`config.mk`:
```
export PLATFORM = sky130hd
export DESIGN_NAME = htbd_front
export DESIGN_NICKNAME = d
export VERILOG_FILES = /design/src/rtl/htbd_pkg.sv /design/src/rtl/htbd_front.sv
export SDC_FILE = /design/constraint.sdc
export NUM_CORES = 1
export LEC_CHECK = 0
export ABC_AREA = 1
export CELL_PAD_IN_SITES_DETAIL_PLACEMENT = 1
export CELL_PAD_IN_SITES_GLOBAL_PLACEMENT = 1
export CORE_ASPECT_RATIO = 1.25
export CORE_UTILIZATION = 40
export DETAILED_ROUTE_END_ITERATION = 16
export DONT_BUFFER_PORTS = 1
export PLACE_DENSITY = 0.71
export SKIP_CTS_REPAIR_TIMING = 1
export SYNTH_ARGS = -nofsm -noshare
export SYNTH_HDL_FRONTEND = slang
export SYNTH_SLANG_ARGS = --single-unit
```
`constraint.sdc`:
```
create_clock -name clock -period 4 [get_ports clock]
set_clock_uncertainty 0.15 [all_clocks]
set_input_delay 0.2 -clock clock [delete_from_list [all_inputs] [get_ports clock]]
set_output_delay 0.2 -clock clock [all_outputs]
set_load 0.01 [all_outputs]
```
`src/rtl/htbd_pkg.sv`:
```
// ----------------------------------------------------------------------------
// Huffman tree bit decoder package
// Shared field widths, command codes and the request and node entry types.
// ----------------------------------------------------------------------------
package htbd_pkg;

   localparam int NODE_W      = 9;
   localparam int SYM_W       = 8;
   localparam int DATA_W      = 8;
   localparam int CMD_W       = 2;
   localparam int LIMIT_W     = 32;
   localparam int REQ_DATA_W  = 48;
   localparam int RSP_DATA_W  = 8;
   localparam int QUEUE_DEPTH = 2;

   localparam logic [CMD_W-1:0] CMD_LOAD   = 2'd0;
   localparam logic [CMD_W-1:0] CMD_START  = 2'd1;
   localparam logic [CMD_W-1:0] CMD_DECODE = 2'd2;

   typedef enum logic [1:0] {
      OP_LOAD   = 2'd0,
      OP_START  = 2'd1,
      OP_DECODE = 2'd2
   } op_type;

   typedef struct packed {
      logic [NODE_W-1:0] zero_child;
      logic [NODE_W-1:0] one_child;
      logic              leaf;
      logic [SYM_W-1:0]  symbol;
   } node_entry_type;

   typedef struct packed {
      op_type            op;
      logic [NODE_W-1:0] node_index;
      node_entry_type    entry;
      logic [DATA_W-1:0] data_byte;
   } cmd_item_type;

endpackage

```
`src/rtl/htbd_front.sv`:
```
// ----------------------------------------------------------------------------
// Huffman tree bit decoder front end
// Unpacks requests, drops those that have no effect and queues the rest.
// ----------------------------------------------------------------------------
module htbd_front #(
   parameter int NODE_COUNT = 512
) (
   input  logic                          clock,
   input  logic                          reset,
   input  logic                          req_tvalid,
   output logic                          req_tready,
   // node_index, zero_child, one_child, node_is_leaf, node_symbol, data_byte
   input  logic [htbd_pkg::REQ_DATA_W-1:0] req_tdata,
   // cmd
   input  logic [htbd_pkg::CMD_W-1:0]    req_tuser,
   output logic                          q_valid,
   input  logic                          q_ready,
   output htbd_pkg::cmd_item_type        q_item
);
   import htbd_pkg::*;

   localparam int PTR_W = $clog2(QUEUE_DEPTH);
   localparam int CNT_W = $clog2(QUEUE_DEPTH + 1);

   cmd_item_type     item_ff [QUEUE_DEPTH];
   logic [PTR_W-1:0] wr_ptr_ff, wr_ptr_in;
   logic [PTR_W-1:0] rd_ptr_ff, rd_ptr_in;
   logic [CNT_W-1:0] count_ff, count_in;

   cmd_item_type     new_item;
   logic             keep;
   logic             push;
   logic             pop;

   always_comb begin
      new_item.node_index       = req_tdata[8:0];
      new_item.entry.zero_child = req_tdata[17:9];
      new_item.entry.one_child  = req_tdata[26:18];
      new_item.entry.leaf       = req_tdata[27];
      new_item.entry.symbol     = req_tdata[35:28];
      new_item.data_byte        = req_tdata[43:36];
      new_item.op               = OP_LOAD;
      keep                      = 1'b0;
      unique case (req_tuser)
         CMD_LOAD: begin
            new_item.op = OP_LOAD;
            keep        = (32'(req_tdata[8:0]) < NODE_COUNT);
         end
         CMD_START: begin
            new_item.op = OP_START;
            keep        = 1'b1;
         end
         CMD_DECODE: begin
            new_item.op = OP_DECODE;
            keep        = 1'b1;
         end
         default: begin
            keep = 1'b0;
         end
      endcase
   end

   assign req_tready = (count_ff != CNT_W'(QUEUE_DEPTH));
   assign push       = req_tvalid && req_tready && keep;
   assign q_valid    = (count_ff != '0);
   assign pop        = q_valid && q_ready;
   assign q_item     = item_ff[rd_ptr_ff];

   always_comb begin
      wr_ptr_in = push ? wr_ptr_ff + 1'b1 : wr_ptr_ff;
      rd_ptr_in = pop ? rd_ptr_ff + 1'b1 : rd_ptr_ff;
      count_in  = count_ff;
      if (push && !pop) begin
         count_in = count_ff + 1'b1;
      end else if (pop && !push) begin
         count_in = count_ff - 1'b1;
      end
   end

   always_ff @(posedge clock) begin
      if (push) begin
         item_ff[wr_ptr_ff] <= new_item;
      end
   end

   always_ff @(posedge clock) begin
      if (reset) begin
         wr_ptr_ff <= '0;
         rd_ptr_ff <= '0;
         count_ff  <= '0;
      end else begin
         wr_ptr_ff <= wr_ptr_in;
         rd_ptr_ff <= rd_ptr_in;
         count_ff  <= count_in;
      end
   end

   a_count_bound : assert property (@(posedge clock) disable iff (reset)
      count_ff <= CNT_W'(QUEUE_DEPTH))
      else $error("Front queue count exceeds its depth.");

   a_push_shows : assert property (@(posedge clock) disable iff (reset)
      (count_ff == '0 && push) |=> q_valid)
      else $error("Queued request did not appear at the queue head.");

endmodule

```
# After elaboration in Yosys (flattened, before gate mapping)
# Memories as Yosys holds them, arrays and structs flattened. A register that Yosys moved wholly into a read port is not among the register bits.
# Cells that the tools add are included.
# totals
regBits	4
ram_bits	92
in_bits	54
word_cells	30
memories	1
# classes
n_addsub	4
n_eq_ne	3
n_mux	8
reduce_logical	11
# mem_list
memory	words	width	read_ports	rd_ports_with_merged_regs	wr	line	rtl
item_ff	2	46	1	1	1	htbd_front.sv:25	cmd_item_type item_ff [QUEUE_DEPTH];
# op_table
op	count
logical AND 1 bit	5
two-way mux 1 bit	5
two-way mux 2 bit	2
case mux 2 bit (2 select lines)	1
nonzero test 2 bit	2
OR reduction 3 bit	1
adder 1 bit (second input constant)	2
adder 2 x 1 -> 2 bit (second input constant)	1
equality test 2 x 1 -> 1 bit (second input constant)	1
equality test 2 bit (second input constant)	1
zero test 1 bit	2
zero test 2 bit	1
!= test 2 bit (second input constant)	1
subtractor 2 x 1 -> 2 bit (second input constant)	1

# Logic depth before layout (Yosys ltp)
# logic_depth
word_depth	8
ltp_mapped	10
depth_no_buf	10

# Worst setup path before layout
# Ideal clock, no wire load.
# synth_path
path_type	flip-flop to flip-flop
startpoint	register count_ff[1]
endpoint	memory item_ff[0][0] in the netlist's numbering, enable pin
setup_ns	0.507
t_arrival_ns	3.601
t_required_ns	3.343
path_slack_ns	-0.257
path_stages_with_launch	4
path_buffers	0
path_cell_list	dfxtp_1 -> inv_1 -> nor2_1 -> nor3_1
# synth_between
elab_chain_len	5
# synth_rtl
item	line	rtl
start, declared	htbd_front.sv:28	logic [CNT_W-1:0] count_ff, count_in;
start signal, assigned	htbd_front.sv:94	count_ff <= count_in;
!= test 2 bit	htbd_front.sv:63	assign req_tready = (count_ff != CNT_W'(QUEUE_DEPTH));
logical AND 1 bit (2 in series)	htbd_front.sv:64	assign push = req_tvalid && req_tready && keep;
two-way mux 1 bit	htbd_front.sv:81	if (push) begin
two-way mux 1 bit (implied by the code)	htbd_front.sv:82	item_ff[wr_ptr_ff] <= new_item;
end, declared	htbd_front.sv:25	
# Every way passes these cells.

# Final worst setup path
# layout_path
startpoint	register count_ff[1]
endpoint	memory item_ff[0][37] in the netlist's numbering, enable pin
# Same word-level chain as after synthesis.

==> results by group <==
Outcome
  – Status: finished, final reports clean

Synthesis
  – Mapped Cells: 186
  – Post-synth cell types: 15
  – Flops & latches, synth: 97
  – Cell Area, Synth: 3780 µm²
  – Largest cells by area after synthesis: edfxtp_1 (73%), mux2_4 (16%), dfxtp_1 (2.6%)
  – Avg Cell Area, Syn: 20.3 µm²
  – Syn nets: 241
  – Area leader, netlist: edfxtp_1
  – Post-synthesis sequential area ratio: 0.757
  – Syn. warnings: 0
  – Top cell type's share of synthesized area: 0.730

Place
  – Placer congestion estimate: 0.640
  – Worst slack, placed: 1.80 ns
  – HPWL Detailed: 3900 µm
  – Port Buffers: 0

Routing
  – Post-route DRC: 0
  – Via count: 1739
  – Mean number of vias per cell: 4.69
  – WL/cell: 17.5 µm
  – DR iter-0 viols: 48
  – Antenna Nets Post-Route: 0
  – Detailed Route WL: 6490 µm
  – Drt pass-1 iters: 4

CTS
  – Clk_lat worst skew: 0.33 ns
  – # clock sinks: 97
  – CTS H-tree lvls: 3
  – CTS tree: yes
  – Clock tree buffer depth: 2
  – Worst-path clk slew: 0.06 ns
  – Inserted Clock Buffers: 9
  – Root Driver: clkbuf_16

Die
  – Die H: 111 µm
  – Starting density of the core: 0.412
  – Row count: 39
  – Core Region: 9170 µm²
  – Num ports: 102
  – Die area: 9850 µm²
  – Die Wd: 89.0 µm

Worst setup path
  – Crit Path Max Fanout: 27
  – Critical Path RT: 3.88 ns
  – Slowest stage delay, CP: 0.89 ns
  – Worst Setup End Kind: flop
  – WP data arrival: 2.03 ns
  – CP startpoint kind: flop
  – WS Path Type: flop to flop
  – Slowest cell on the critical path: nor3_4
  – Critical path cell sequence: inv_1, nor2_1, nor3_4, buf_12

Power
  – Max rail drop VDD: 0.353 mV
  – Leakage power: 1.66 nW
  – Total Power: 2.59 mW
  – Pwr dens: 559 nW/µm²
  – Int Power: 1.92 mW
  – Sw power: 669 µW
  – Clock power frac: 0.282
  – Combinational share of power: 0.198
  – Part of the power in registers: 0.520
  – Switching Fraction: 0.258

Global route
  – Gr ovfl total: 0
  – Initial antenna violation count: 1
  – Largest net degree at the start of global routing: 47
  – Tot GR Track Use: 0.127
  – Vias in the first global route: 1659
  – Global-route wire length before repair: 8760 µm

Timing
  – Final setup TNS: 0 ns
  – Final min period: 2.15 ns
  – Final Setup Violations: 0
  – Peak Freq: 466 MHz
  – Final worst-path cycle share: 0.537
  – Max-slew violations: 0
  – Slew at the pin closest to its max-slew limit: 1.10 ns
  – Unrepaired setup endpoints after global routing: no
  – Setup ws final: 1.85 ns
  – Final hold vios: 0
  – Worst rel slew slack: 0.267

Finish
  – Fillcell total: 889
  – Fraction of layout cells with a size suffix above 1: 0.251
  – Post-Route Utilization: 0.505
  – Synth-to-Final Area Change: 22.5%
  – Multi-input logic area: 803 µm²
  – Final net count: 298
  – Flip-flop and latch area: 2870 µm²

Worst hold path
  – Hold Path Class: input pin to flop

Flow run
  – Max_cap viols: 0
## power by group through the flow
stage / clock network (mW) / logic [mW] / registers [mW]
2_1_floorplan: 0 / 0.494 / 1.29
3_3_place_gp: 0 / 0.461 / 1.36
3_5_place_dp: 0 / 0.471 / 1.37
4_1_cts: 0.755 / 0.472 / 1.35
5_1_grt: 0.794 / 0.557 / 1.36
6_report: 0.730 / 0.513 / 1.35
## synthesized netlist by cell type (all sizes together)
cell type / instances
edfxtp: 92
mux2: 46
nand2: 11
inv: 10
nor2: 9
buf: 5
dfxtp: 5
a21oi: 2
nand3: 2
ha: 1
nand4: 1
nor3: 1
o21ai: 1
## final cells by class
cell class,instances,area share
Antenna cell,1,0.000540
Clock buffer,9,0.0486
Clock inverter,6,0.00567
Inverter,10,0.00810
Multi-Input combinational cell,74,0.173
Sequential cell,97,0.618
Tap cell,123,0.0332
Timing Repair Buffer,51,0.112
## registers in the layout, indices dropped and copies added, names as in the netlist, named ones only
register and count:
item_ff 92, count_ff 2, rd_ptr_ff 1, wr_ptr_ff 1
## metrics by stage
stage	area (µm²)	hold slack, ns	instances
final	4640	0.0411	371
after global routing	4640	0.0535	371
after CTS	4130	-0.206	320
after detailed placement	3880	0.149	305
after global placement	3880	0.149	305
after floorplan	3790	0.149	186
## critical path, delay by kind of cell, from the launching register on
family / cells / cell delay [ns]
and+or+nand+nor: 2 / 0.99
buffers and inverters: 2 / 0.38
DFF: 1 / 0.31
## layout by cell type, fill, tap and decap left out
cell,count
edfxtp_1,92
dlygate4sd3_1,50
mux2_4,40
nand2_1,11
inv_1,9
nor2_1,9
clkbuf_16,9
mux2_2,6
dfxtp_1,4
clkinv_2,3
clkinv_1,3
a21oi_1,2
nand3_1,2
diode_2,1
inv_2,1
nor3_4,1
o21ai_0,1
nand4_1,1
ha_1,1
dfxtp_4,1
buf_12,1
## kinds of logic after synthesis
| kind of cell | Yosys count | share of synthesized area |
|---|---|---|
| flops | 97 | 0.757 |
| mux | 46 | 0.177 |
| simple gates | 24 | 0.0255 |
| buf+inv | 15 | 0.0341 |
| compound gates | 3 | 0.00397 |
| fa+ha+maj | 1 | 0.00331 |
## path summary, 6_finish.rpt
check	start	end	slack [ns]	cells past startpoint
min reg2reg	rd_ptr_ff$_SDFFE_PP0P_	flop	0.39	2
max	count_ff[1]$_SDFFE_PP0P_	item_ff[0][37]$_DFFE_PP_	1.85	4
min	q_ready	count_ff[0]$_SDFFE_PP0P_	0.04	3
max reg2reg	count_ff[1]$_SDFFE_PP0P_	item_ff[0][37]$_DFFE_PP_	1.85	4
## metal layers
metal	wire length, µm	up-vias	share of wire	track usage
met5	0	-	0	0
met4	140	0	0.022	0.0730
met3	291	10	0.045	0.0469
met2	3640	49	0.56	0.224
met1	2420	868	0.37	0.124
li1	-	812	-	-
No activity file was read; power rests on OpenSTA's default activity.
